--- src/drm_pkg.sv ---
`timescale 1ns / 1ps
// ----------------------------------------------------------------------------
// drm_pkg
// Shared types, constants and tables for the binary64 remainder-by-360 block.
// ----------------------------------------------------------------------------
package drm_pkg;

  localparam logic [63:0] QNAN_BITS    = 64'h7FF8_0000_0000_0000;
  localparam logic [62:0] MAG_360      = 63'h4076_8000_0000_0000;
  localparam logic [10:0] EXP_ALL_ONES = 11'h7FF;
  localparam logic [10:0] EXP_UNIT     = 11'd1075;
  localparam logic [10:0] EXP_BIAS     = 11'd1023;
  localparam logic [8:0]  MODULUS      = 9'd360;
  localparam logic [7:0]  FOLD_136     = 8'd136;
  localparam logic [11:0] RECIP_12     = 12'd2731;
  localparam logic [11:0] RECIP_360_S  = 12'd2913;
  localparam logic [17:0] RECIP_360_L  = 18'd186413;

  typedef struct packed {
    logic        sign;
    logic        nan;
    logic        pass;
    logic        kneg;
    logic [5:0]  m;
    logic [63:0] x;
    logic [52:0] low;
  } side_t;

  // 2^(j+3) mod 360, period 12
  function automatic logic [8:0] pow2_mod(input logic [3:0] j);
    logic [8:0] r;
    case (j)
      4'd0:    r = 9'd8;
      4'd1:    r = 9'd16;
      4'd2:    r = 9'd32;
      4'd3:    r = 9'd64;
      4'd4:    r = 9'd128;
      4'd5:    r = 9'd256;
      4'd6:    r = 9'd152;
      4'd7:    r = 9'd304;
      4'd8:    r = 9'd248;
      4'd9:    r = 9'd136;
      4'd10:   r = 9'd272;
      4'd11:   r = 9'd184;
      default: r = 9'd8;
    endcase
    return r;
  endfunction

endpackage

--- src/double_remainder_by_360.sv ---
`timescale 1ns / 1ps
// An eight-stage pipeline carries each input beat to its result beat.
// Throughput: one beat per cycle; every stage advances together when the output
// register is empty or its beat is taken, so a stall holds the whole pipeline.
// Reset: asynchronous, active low; clears all stage valid bits, no clearing pass.
// ----------------------------------------------------------------------------
// double_remainder_by_360
// Binary64 fmod by 360 with the sign of the input; NaN or infinity flags invalid.
// ----------------------------------------------------------------------------
module double_remainder_by_360 import drm_pkg::*; (
  input  logic        clk_i,
  input  logic        rst_ni,
  input  logic        valid_i,
  output logic        ready_o,
  input  logic [63:0] x_bits_i,
  output logic        valid_o,
  input  logic        ready_i,
  output logic [63:0] result_bits_o,
  output logic        invalid_o
);

  logic       adv;
  logic       mid_valid;
  side_t      mid_side;
  logic [8:0] mid_a;
  logic [8:0] mid_p;

  assign adv     = !valid_o || ready_i;
  assign ready_o = adv;

  drm_reduce u_reduce (
    .clk_i    (clk_i),
    .rst_ni   (rst_ni),
    .adv_i    (adv),
    .valid_i  (valid_i),
    .x_bits_i (x_bits_i),
    .valid_o  (mid_valid),
    .side_o   (mid_side),
    .a_o      (mid_a),
    .p_o      (mid_p)
  );

  drm_pack u_pack (
    .clk_i         (clk_i),
    .rst_ni        (rst_ni),
    .adv_i         (adv),
    .valid_i       (mid_valid),
    .side_i        (mid_side),
    .a_i           (mid_a),
    .p_i           (mid_p),
    .valid_o       (valid_o),
    .result_bits_o (result_bits_o),
    .invalid_o     (invalid_o)
  );

  a_inv_qnan: assert property (@(posedge clk_i) disable iff (!rst_ni)
    valid_o && invalid_o |-> result_bits_o == QNAN_BITS)
    else $error("invalid beat without quiet NaN");

  a_ok_finite: assert property (@(posedge clk_i) disable iff (!rst_ni)
    valid_o && !invalid_o |-> result_bits_o[62:52] != EXP_ALL_ONES)
    else $error("valid beat with non-finite result");

  a_ok_small: assert property (@(posedge clk_i) disable iff (!rst_ni)
    valid_o && !invalid_o |-> result_bits_o[62:0] < MAG_360)
    else $error("remainder not below 360");

  a_stall_hold: assert property (@(posedge clk_i) disable iff (!rst_ni)
    valid_o && !ready_i |=> valid_o && $stable(result_bits_o))
    else $error("stalled result changed");

endmodule

--- src/drm_reduce.sv ---
`timescale 1ns / 1ps
// ----------------------------------------------------------------------------
// drm_reduce
// Decode, residue folding of the significand and power-of-two residue lookup.
// ----------------------------------------------------------------------------
module drm_reduce import drm_pkg::*; (
  input  logic        clk_i,
  input  logic        rst_ni,
  input  logic        adv_i,
  input  logic        valid_i,
  input  logic [63:0] x_bits_i,
  output logic        valid_o,
  output side_t       side_o,
  output logic [8:0]  a_o,
  output logic [8:0]  p_o
);

  logic [10:0] expo;
  logic [52:0] sig;
  logic [10:0] mdiff;
  logic [10:0] kdiff;
  side_t       side1_d;
  logic [52:0] a1_d;

  logic        v1_q, v2_q, v3_q, v4_q;
  side_t       side1_q, side2_q, side3_q, side4_q;
  logic [52:0] a1_q;
  logic [9:0]  kk1_q;

  always_comb begin
    expo          = x_bits_i[62:52];
    sig           = {1'b1, x_bits_i[51:0]};
    mdiff         = EXP_UNIT - expo;
    kdiff         = expo - EXP_UNIT;
    side1_d.sign  = x_bits_i[63];
    side1_d.nan   = (expo == EXP_ALL_ONES);
    side1_d.pass  = (expo != EXP_ALL_ONES) && (x_bits_i[62:0] < MAG_360);
    side1_d.kneg  = (expo < EXP_UNIT);
    side1_d.m     = side1_d.kneg ? mdiff[5:0] : 6'd0;
    side1_d.x     = x_bits_i;
    side1_d.low   = sig & ~({53{1'b1}} << side1_d.m);
    a1_d          = sig >> side1_d.m;
  end

  always_ff @(posedge clk_i or negedge rst_ni) begin
    if (!rst_ni) begin
      v1_q <= 1'b0;
    end else if (adv_i) begin
      v1_q <= valid_i;
    end
  end

  always_ff @(posedge clk_i) begin
    if (adv_i) begin
      side1_q <= side1_d;
      a1_q    <= a1_d;
      kk1_q   <= kdiff[9:0];
    end
  end

  logic [13:0] hsum;
  logic [21:0] f2_d;
  logic [9:0]  kv;
  logic [21:0] kprod;
  logic [6:0]  kq;
  logic [9:0]  kr;
  logic [21:0] f2_q;
  logic        ksm2_q;
  logic [1:0]  klo2_q;
  logic [3:0]  r12_2_q;

  always_comb begin
    hsum  = 14'(a1_q[23:12]) + 14'(a1_q[35:24]) + 14'(a1_q[47:36]) + 14'(a1_q[52:48]);
    f2_d  = 22'(a1_q[11:0]) + 22'(hsum * FOLD_136);
    kv    = kk1_q - 10'd3;
    kprod = 22'(kv) * 22'(RECIP_12);
    kq    = kprod[21:15];
    kr    = kv - 10'(kq * 4'd12);
  end

  always_ff @(posedge clk_i or negedge rst_ni) begin
    if (!rst_ni) begin
      v2_q <= 1'b0;
    end else if (adv_i) begin
      v2_q <= v1_q;
    end
  end

  always_ff @(posedge clk_i) begin
    if (adv_i) begin
      side2_q <= side1_q;
      f2_q    <= f2_d;
      ksm2_q  <= (kk1_q < 10'd3);
      klo2_q  <= kk1_q[1:0];
      r12_2_q <= kr[3:0];
    end
  end

  logic [17:0] g1;
  logic [13:0] g2;
  logic [8:0]  p3_d;
  logic [13:0] g3_q;
  logic [8:0]  p3_q;

  always_comb begin
    g1   = 18'(f2_q[11:0]) + 18'(f2_q[21:12] * FOLD_136);
    g2   = 14'(g1[11:0]) + 14'(g1[17:12] * FOLD_136);
    p3_d = ksm2_q ? (9'd1 << klo2_q) : pow2_mod(r12_2_q);
  end

  always_ff @(posedge clk_i or negedge rst_ni) begin
    if (!rst_ni) begin
      v3_q <= 1'b0;
    end else if (adv_i) begin
      v3_q <= v2_q;
    end
  end

  always_ff @(posedge clk_i) begin
    if (adv_i) begin
      side3_q <= side2_q;
      g3_q    <= g2;
      p3_q    <= p3_d;
    end
  end

  logic [12:0] h;
  logic [24:0] hprod;
  logic [4:0]  hq;
  logic [12:0] hr;
  logic [12:0] hr2;
  logic [8:0]  a4_q;
  logic [8:0]  p4_q;

  always_comb begin
    h     = 13'(g3_q[11:0]) + 13'(g3_q[13:12] * FOLD_136);
    hprod = 25'(h) * 25'(RECIP_360_S);
    hq    = hprod[24:20];
    hr    = h - 13'(hq * MODULUS);
    hr2   = (hr >= 13'(MODULUS)) ? hr - 13'(MODULUS) : hr;
  end

  always_ff @(posedge clk_i or negedge rst_ni) begin
    if (!rst_ni) begin
      v4_q <= 1'b0;
    end else if (adv_i) begin
      v4_q <= v3_q;
    end
  end

  always_ff @(posedge clk_i) begin
    if (adv_i) begin
      side4_q <= side3_q;
      a4_q    <= hr2[8:0];
      p4_q    <= p3_q;
    end
  end

  assign valid_o = v4_q;
  assign side_o  = side4_q;
  assign a_o     = a4_q;
  assign p_o     = p4_q;

endmodule

--- src/drm_pack.sv ---
`timescale 1ns / 1ps
// ----------------------------------------------------------------------------
// drm_pack
// Final residue, leading-one search and repacking into binary64.
// ----------------------------------------------------------------------------
module drm_pack import drm_pkg::*; (
  input  logic        clk_i,
  input  logic        rst_ni,
  input  logic        adv_i,
  input  logic        valid_i,
  input  side_t       side_i,
  input  logic [8:0]  a_i,
  input  logic [8:0]  p_i,
  output logic        valid_o,
  output logic [63:0] result_bits_o,
  output logic        invalid_o
);

  logic        v5_q, v6_q, v7_q, v8_q;
  side_t       side5_q, side6_q, side7_q;
  logic [16:0] prod5_q;
  logic [52:0] remn5_q;

  always_ff @(posedge clk_i or negedge rst_ni) begin
    if (!rst_ni) begin
      v5_q <= 1'b0;
      v6_q <= 1'b0;
      v7_q <= 1'b0;
      v8_q <= 1'b0;
    end else if (adv_i) begin
      v5_q <= valid_i;
      v6_q <= v5_q;
      v7_q <= v6_q;
      v8_q <= v7_q;
    end
  end

  always_ff @(posedge clk_i) begin
    if (adv_i) begin
      side5_q <= side_i;
      prod5_q <= 17'(a_i * p_i);
      remn5_q <= (53'(a_i) << side_i.m) | side_i.low;
    end
  end

  logic [34:0] qprod;
  logic [8:0]  q6;
  logic [16:0] r6;
  logic [16:0] r6c;
  logic [52:0] rem6_q;

  always_comb begin
    qprod = 35'(prod5_q) * 35'(RECIP_360_L);
    q6    = qprod[34:26];
    r6    = prod5_q - 17'(q6 * MODULUS);
    r6c   = (r6 >= 17'(MODULUS)) ? r6 - 17'(MODULUS) : r6;
  end

  always_ff @(posedge clk_i) begin
    if (adv_i) begin
      side6_q <= side5_q;
      rem6_q  <= side5_q.kneg ? remn5_q : 53'(r6c);
    end
  end

  logic [5:0]  top_d;
  logic [5:0]  top7_q;
  logic [52:0] rem7_q;

  always_comb begin
    top_d = 6'd0;
    for (int i = 0; i < 53; i++) begin
      if (rem6_q[i]) top_d = 6'(i);
    end
  end

  always_ff @(posedge clk_i) begin
    if (adv_i) begin
      side7_q <= side6_q;
      rem7_q  <= rem6_q;
      top7_q  <= top_d;
    end
  end

  logic [52:0] norm;
  logic [10:0] biased;
  logic [63:0] res_d;
  logic [63:0] res_q;
  logic        inv_q;

  always_comb begin
    norm   = rem7_q << (6'd52 - top7_q);
    biased = EXP_BIAS + 11'(top7_q) - 11'(side7_q.m);
    if (side7_q.nan) begin
      res_d = QNAN_BITS;
    end else if (side7_q.pass) begin
      res_d = side7_q.x;
    end else if (rem7_q == 53'd0) begin
      res_d = {side7_q.sign, 63'd0};
    end else begin
      res_d = {side7_q.sign, biased, norm[51:0]};
    end
  end

  always_ff @(posedge clk_i) begin
    if (adv_i) begin
      res_q <= res_d;
      inv_q <= side7_q.nan;
    end
  end

  assign valid_o       = v8_q;
  assign result_bits_o = res_q;
  assign invalid_o     = inv_q;

endmodule

--- config.mk ---
export PLATFORM = sky130hd
export DESIGN_NAME = double_remainder_by_360
export DESIGN_NICKNAME = d
export VERILOG_FILES = /design/src/drm_pkg.sv /design/src/double_remainder_by_360.sv /design/src/drm_reduce.sv /design/src/drm_pack.sv
export SDC_FILE = /design/constraint.sdc
export NUM_CORES = 2
export LEC_CHECK = 0
export BUFFER_PORTS_ARGS = -buffer_cell sky130_fd_sc_hd__buf_2
export CAP_MARGIN = 10
export CORE_MARGIN = 2
export CORE_UTILIZATION = 25
export DETAILED_ROUTE_END_ITERATION = 16
export PLACE_DENSITY = 0.44
export SYNTH_ARGS = -nofsm -noshare
export SYNTH_HDL_FRONTEND = slang
export SYNTH_SLANG_ARGS = --single-unit
--- constraint.sdc ---
create_clock -name clk_i -period 85.9 [get_ports clk_i]
set_input_delay 17.18 -clock clk_i [delete_from_list [all_inputs] [get_ports clk_i]]
set_output_delay 17.18 -clock clk_i [all_outputs]
set_load 0.05 [all_outputs]
Yosys cells after proc, flatten, opt, wreduce, memory -nomap -nowiden
Memory sizes are Yosys's and may differ from the RTL's. A register that Yosys moved wholly into a read port is not among the register bits.
Cells that the tools add are included.
{"block": "word_totals", "ff_bits": 1116, "rom_bits": 96, "in_bits": 68, "output_inout_bits": 67, "elab_cells": 182, "mem_count": 1}
{"block": "op_classes", "addsub": 18, "multipliers": 11, "order_cmp": 5, "eq_ne": 2, "shifts": 5, "mux": 59, "bitwise": 3, "reduce_logical": 6}
{"name": "(no name shown)", "words": 16, "width": 6, "read_ports": 1, "rd_clocked_by_memory_dff": 1, "write_ports": 0, "line": "drm_pkg.sv:32", "rtl": "case (j)"}
{"operator": "2-to-1 mux 5 bit", "count": 32}
{"operator": "2-to-1 mux 64 bit", "count": 1}
{"operator": "< comparator 63 bit (second input constant)", "count": 1}
{"operator": "2-to-1 mux 63 bit", "count": 1}
{"operator": "bitwise AND 53 bit", "count": 1}
{"operator": "zero test 53 bit", "count": 1}
{"operator": "inverter 53 bit", "count": 1}
{"operator": "bitwise OR 53 bit", "count": 1}
{"operator": "left shift 53 x 6 -> 52 bit", "count": 1}
{"operator": "left shift 53 x 6 -> 53 bit (first input constant)", "count": 1}
{"operator": "left shift 9 x 6 -> 53 bit", "count": 1}
{"operator": "right shift 53 x 6 -> 53 bit", "count": 1}
{"operator": "2-to-1 mux 4 bit", "count": 9}
{"operator": "multiplier 17 x 18 -> 35 bit (second input constant)", "count": 1}
{"operator": "2-to-1 mux 17 bit", "count": 2}
{"operator": "multiplier 13 x 12 -> 25 bit (second input constant)", "count": 1}
{"operator": "2-to-1 mux 3 bit", "count": 8}
{"operator": "adder 12 x 22 -> 22 bit", "count": 1}
{"operator": "multiplier 10 x 12 -> 22 bit (second input constant)", "count": 1}
{"operator": "OR reduction 21 bit", "count": 1}
{"operator": "multiplier 14 x 5 -> 19 bit (second input constant)", "count": 1}
{"operator": "adder 12 x 18 -> 18 bit", "count": 1}
{"operator": "2-to-1 mux 9 bit", "count": 2}
{"operator": "greater-or-equal comparator 17 x 9 -> 1 bit (second input constant)", "count": 1}
{"operator": "35 further kinds", "count": 37}

Depth between registers and ports, before layout
{"block": "depth", "word_depth": 51, "mapped_depth": 46, "depth_no_buf": 45}

Cells and area by module
From an unflattened synthesis, not the netlist that was laid out.
{"block": "unflattened", "cells_unflattened": 4650, "hier_area_um2": 60807.1}
{"mod": "drm_reduce", "instances": 1, "cells_each": 2187, "area_per_inst_um2": 31813.0, "seq_area_each_um2": 19348.6}
{"mod": "drm_pack", "instances": 1, "cells_each": 2462, "area_per_inst_um2": 28987.8, "seq_area_each_um2": 14123.5}
{"mod": "double_remainder_by_360", "instances": 1, "cells_each": 1, "area_per_inst_um2": 6.3, "seq_area_each_um2": 0.0}

Worst setup path after synthesis
OpenSTA, ideal clock, no wires.
{"block": "synth_path", "path_kind": "in2out", "start": "input port ready_i", "end": "output port ready_o", "arrival_ns": 47.682, "required_time_ns": 68.720, "slack_ns": 21.038, "cell_stages": 3, "path_cell_list": "nand2b_1 -> clkbuf_1 -> clkbuf_1"}
{"block": "synth_between", "elab_chain_cells": 1}
{"item": "start: declaration", "line": "double_remainder_by_360.sv:17", "rtl": "input logic ready_i,"}
{"item": "logical OR 1 bit", "line": "double_remainder_by_360.sv:28", "rtl": "assign adv = !valid_o || ready_i;"}
{"item": "end: declaration", "line": "double_remainder_by_360.sv:14", "rtl": "output logic ready_o,"}
Every way passes these cells.

Worst setup path in the final report
Same ends and word-level chain as after synthesis.

==> key figures <==
Synth
  – Distinct cell type count after synthesis: 88
  – Per-instance average area after synthesis: 13.0 µm²
  – Seq cells post-synth: 1115
  – Largest cells by area after synthesis: edfxtp_1 (55%), ha_1 (9.9%), fa_1 (7.2%)
  – Sequential area share after synthesis: 55.3%
  – Number of enable-type register cells in the synthesized netlist: 1101
  – Most used DFF post-synth: edfxtp_1
  – Synthesized instance count: 4634
  – Share of synthesized registers carrying an async set or reset: 0.717%
  – Cell taking the most area after synthesis: edfxtp_1
  – Synthesized area: 60400 µm²
  – Yosys synthesis warning count: 0
  – Area share of the largest cell type after synthesis: 54.7%
  – Post-synthesis net count: 5397

Route
  – Avg WL per Cell: 19.4 µm
  – Post-DR vias/cell: 4.40
  – Total wire length after detailed routing: 157000 µm
  – Number of design rule violations left after detail routing: 0
  – Count of nets left with antenna violations after detail routing: 0
  – Overall via count from detail_route: 35434
  – Detailed Routing Iterations Pass 1: 6
  – Detailed Route Iter0 Violations: 2633

Placed design
  – PortBufs: 134
  – GP Congestion: 0.845
  – Pre-CTS setup slack: 50700 ps
  – Final HPWL DP: 117000 µm

Floorplan
  – Site row count: 180
  – Die width: 496 µm
  – Boundary pin count: 135
  – Die height: 496 µm
  – Area enclosed by the die boundary: 246000 µm²
  – Core Footprint: 241000 µm²
  – Initial core utilization: 25.1%

Global route
  – Number of antenna violations at the first check in global routing: 21
  – Maximum number of pins on one net before global-route repair: 150
  – First-pass GRT wire length: 234000 µm
  – Number of global-route vias before repair: 35709
  – Total Routing Usage GR: 12.6%
  – GRT overflow: 0

STA
  – Number of pins exceeding their max-slew limit in the final report: 0
  – Fmax: 28.4 MHz
  – Transition at the pin with the smallest max-transition slack: 1090 ps
  – Clock Skews: 62.5 ps
  – Count of final hold-check violations: 0
  – Fin crit share: 40.9%
  – Unrepaired setup endpoints after global routing: false
  – Post-route minimum period: 35160 ps
  – Final Hold Slack: 364 ps
  – Setup slack after layout: 50740 ps
  – Final TNS setup: 0 ps
  – Tightest slew margin relative to the limit: 26.9%
  – Final-report setup violation count: 0

Worst setup path
  – Worst path arrival time: 17980 ps
  – Kind of critical path: in -> out
  – Type of destination of the critical path: output pin
  – Required time reported for the critical path endpoint: 68720 ps
  – Maximum fanout encountered on the critical timing path: 6
  – Kind of start point of the critical path: input pin
  – Worst setup slack for register-to-register paths: 73920 ps

Clock tree
  – Clock sink count: 1115
  – CTS tree: done
  – Max Buffers Root-to-Sink: 3
  – CTS root buf: clkbuf_16
  – Count of hold-fix buffers inserted at cts: 0
  – Count of instances resized after the clock tree is built: 0
  – Deepest level of the CTS H-tree: 3
  – Clock latency at the later pin of the worst-skew pair: 750 ps
  – Number of buffers inserted to repair setup after CTS: 0
  – TritonCTS Buffers: 114
  – Clock transition at the registers of the reported paths: 60 ps

Worst hold path
  – Class of the tightest hold or removal check: reg -> reg

Finish
  – Total Nets Final: 5542
  – Fraction of layout instances using a drive strength above 1: 8.79%
  – Util after Layout: 28.5%
  – Area delta synth->final: 13.6%
  – Fillers: 24678

Outcome
  – Outcome: finished clean

Flow run
  – Number of max-cap violations: 0
[logic make-up after synthesis]
kind of cell | count (synthesis) | synth area share [%]
adder cells (fa/ha/maj) | 696 | 17.1
AND/OR/NAND/NOR | 972 | 7.57
flip-flops | 1115 | 55.3
multiplexers | 253 | 5.00
buffers and inverters | 635 | 4.10
XOR/XNOR | 182 | 2.66
AO/OA/AOI/OAI | 781 | 8.31
[worst max-delay path: stages]
cell      delay, ps
buf_2            80
nand2b_4        320
buf_2           340
[routing by layer]
| metal | share of wire (%) | vias to the layer above | GRT usage [%] |
|---|---|---|---|
| met5 | 0.061 | - | 0 |
| met4 | 2.8 | 14 | 3.59 |
| met3 | 4.1 | 206 | 1.81 |
| met2 | 47 | 691 | 20.2 |
| met1 | 46 | 17474 | 17.7 |
| li1 | - | 17049 | - |
[registers in the layout (all words and copies together), names as in the netlist, 6 cells and up, named ones only]
| name | cells |
|---|---|
| u_pack.prod5_q | 17 |
| u_pack.rem6_q | 53 |
| u_pack.rem7_q | 53 |
| u_pack.remn5_q | 53 |
| u_pack.result_bits_o | 64 |
| u_pack.side5_q | 73 |
| u_pack.side6_q | 72 |
| u_pack.side7_q | 72 |
| u_pack.top7_q | 6 |
| u_reduce.a1_q | 53 |
| u_reduce.a_o | 9 |
| u_reduce.f2_q | 22 |
| u_reduce.g3_q | 14 |
| u_reduce.kk1_q | 10 |
| u_reduce.p3_q | 9 |
| u_reduce.p_o | 9 |
| u_reduce.side1_q | 126 |
| u_reduce.side2_q | 126 |
| u_reduce.side3_q | 126 |
| u_reduce.side_o | 126 |
[synthesized netlist by cell type (32+ instances only)]
master,n
edfxtp_1,1101
inv_1,483
ha_1,478
nand2_1,336
nor2_1,239
fa_1,217
a21oi_1,198
mux2i_1,196
o21ai_0,176
xnor2_1,119
and2_1,109
clkbuf_1,106
a21o_1,68
xor2_1,62
nor3_1,59
nand3_1,52
nor2b_1,46
a22oi_1,45
mux4_2,37
a211oi_1,34
o21bai_1,32
[final cells by class]
cell class	count	area, µm²	share of cell area, %
sequential	1115	33400	48.7
antenna	6	15.0	0.0219
clock inverter	73	812	1.18
timing repair buffer	174	996	1.45
multi-input combinational	2884	24600	35.9
clock buffer	133	2920	4.26
tap	3185	3990	5.81
inverter	490	1840	2.69
[through the flow]
stage / instance area [µm²] / std cells
after floorplan: 60400 / 4634
after global placement: 64900 / 7848
after detailed placement: 64900 / 7848
after CTS: 68600 / 8054
after global routing: 68600 / 8056
final: 68600 / 8060
[layout by cell type, fill, tap and decap left out, types with 38 or more instances in the layout]
| cell | Yosys | final |
|---|---|---|
| and2_1 | 109 | 109 |
| o21ai_0 | 176 | 176 |
| xnor2_1 | 119 | 116 |
| buf_4 | 3 | 38 |
| nand3_1 | 52 | 52 |
| inv_1 | 483 | 482 |
| fa_1 | 217 | 217 |
| a21oi_1 | 198 | 198 |
| edfxtp_1 | 1101 | 1101 |
| ha_1 | 478 | 477 |
| nor3_1 | 59 | 59 |
| nor2_1 | 239 | 239 |
| xor2_1 | 62 | 59 |
| mux2i_1 | 196 | 196 |
| buf_2 | 13 | 134 |
| clkbuf_16 | 0 | 114 |
| nand2_1 | 336 | 334 |
| a21o_1 | 68 | 67 |
| a22oi_1 | 45 | 45 |
| nor2b_1 | 46 | 46 |
[worst paths after layout]
kind | cells past startpoint | endpoint | start
setup / recovery | 3 | ready_o | ready_i
hold / removal | 0 | u_reduce.side2_q[40] | u_reduce.side1_q[40]
setup reg to reg | 42 | u_pack.rem6_q[4] | u_pack.prod5_q[15]
hold reg to reg | 0 | u_reduce.side2_q[40] | u_reduce.side1_q[40]
max in group asynchronous | 1 | u_pack.v5_q | rst_ni
min in group asynchronous | 1 | u_reduce.valid_o | rst_ni
Power is left out: the tool's default activity adds up to more than one toggle a clock period on the data nets, which glitch-free logic cannot reach.
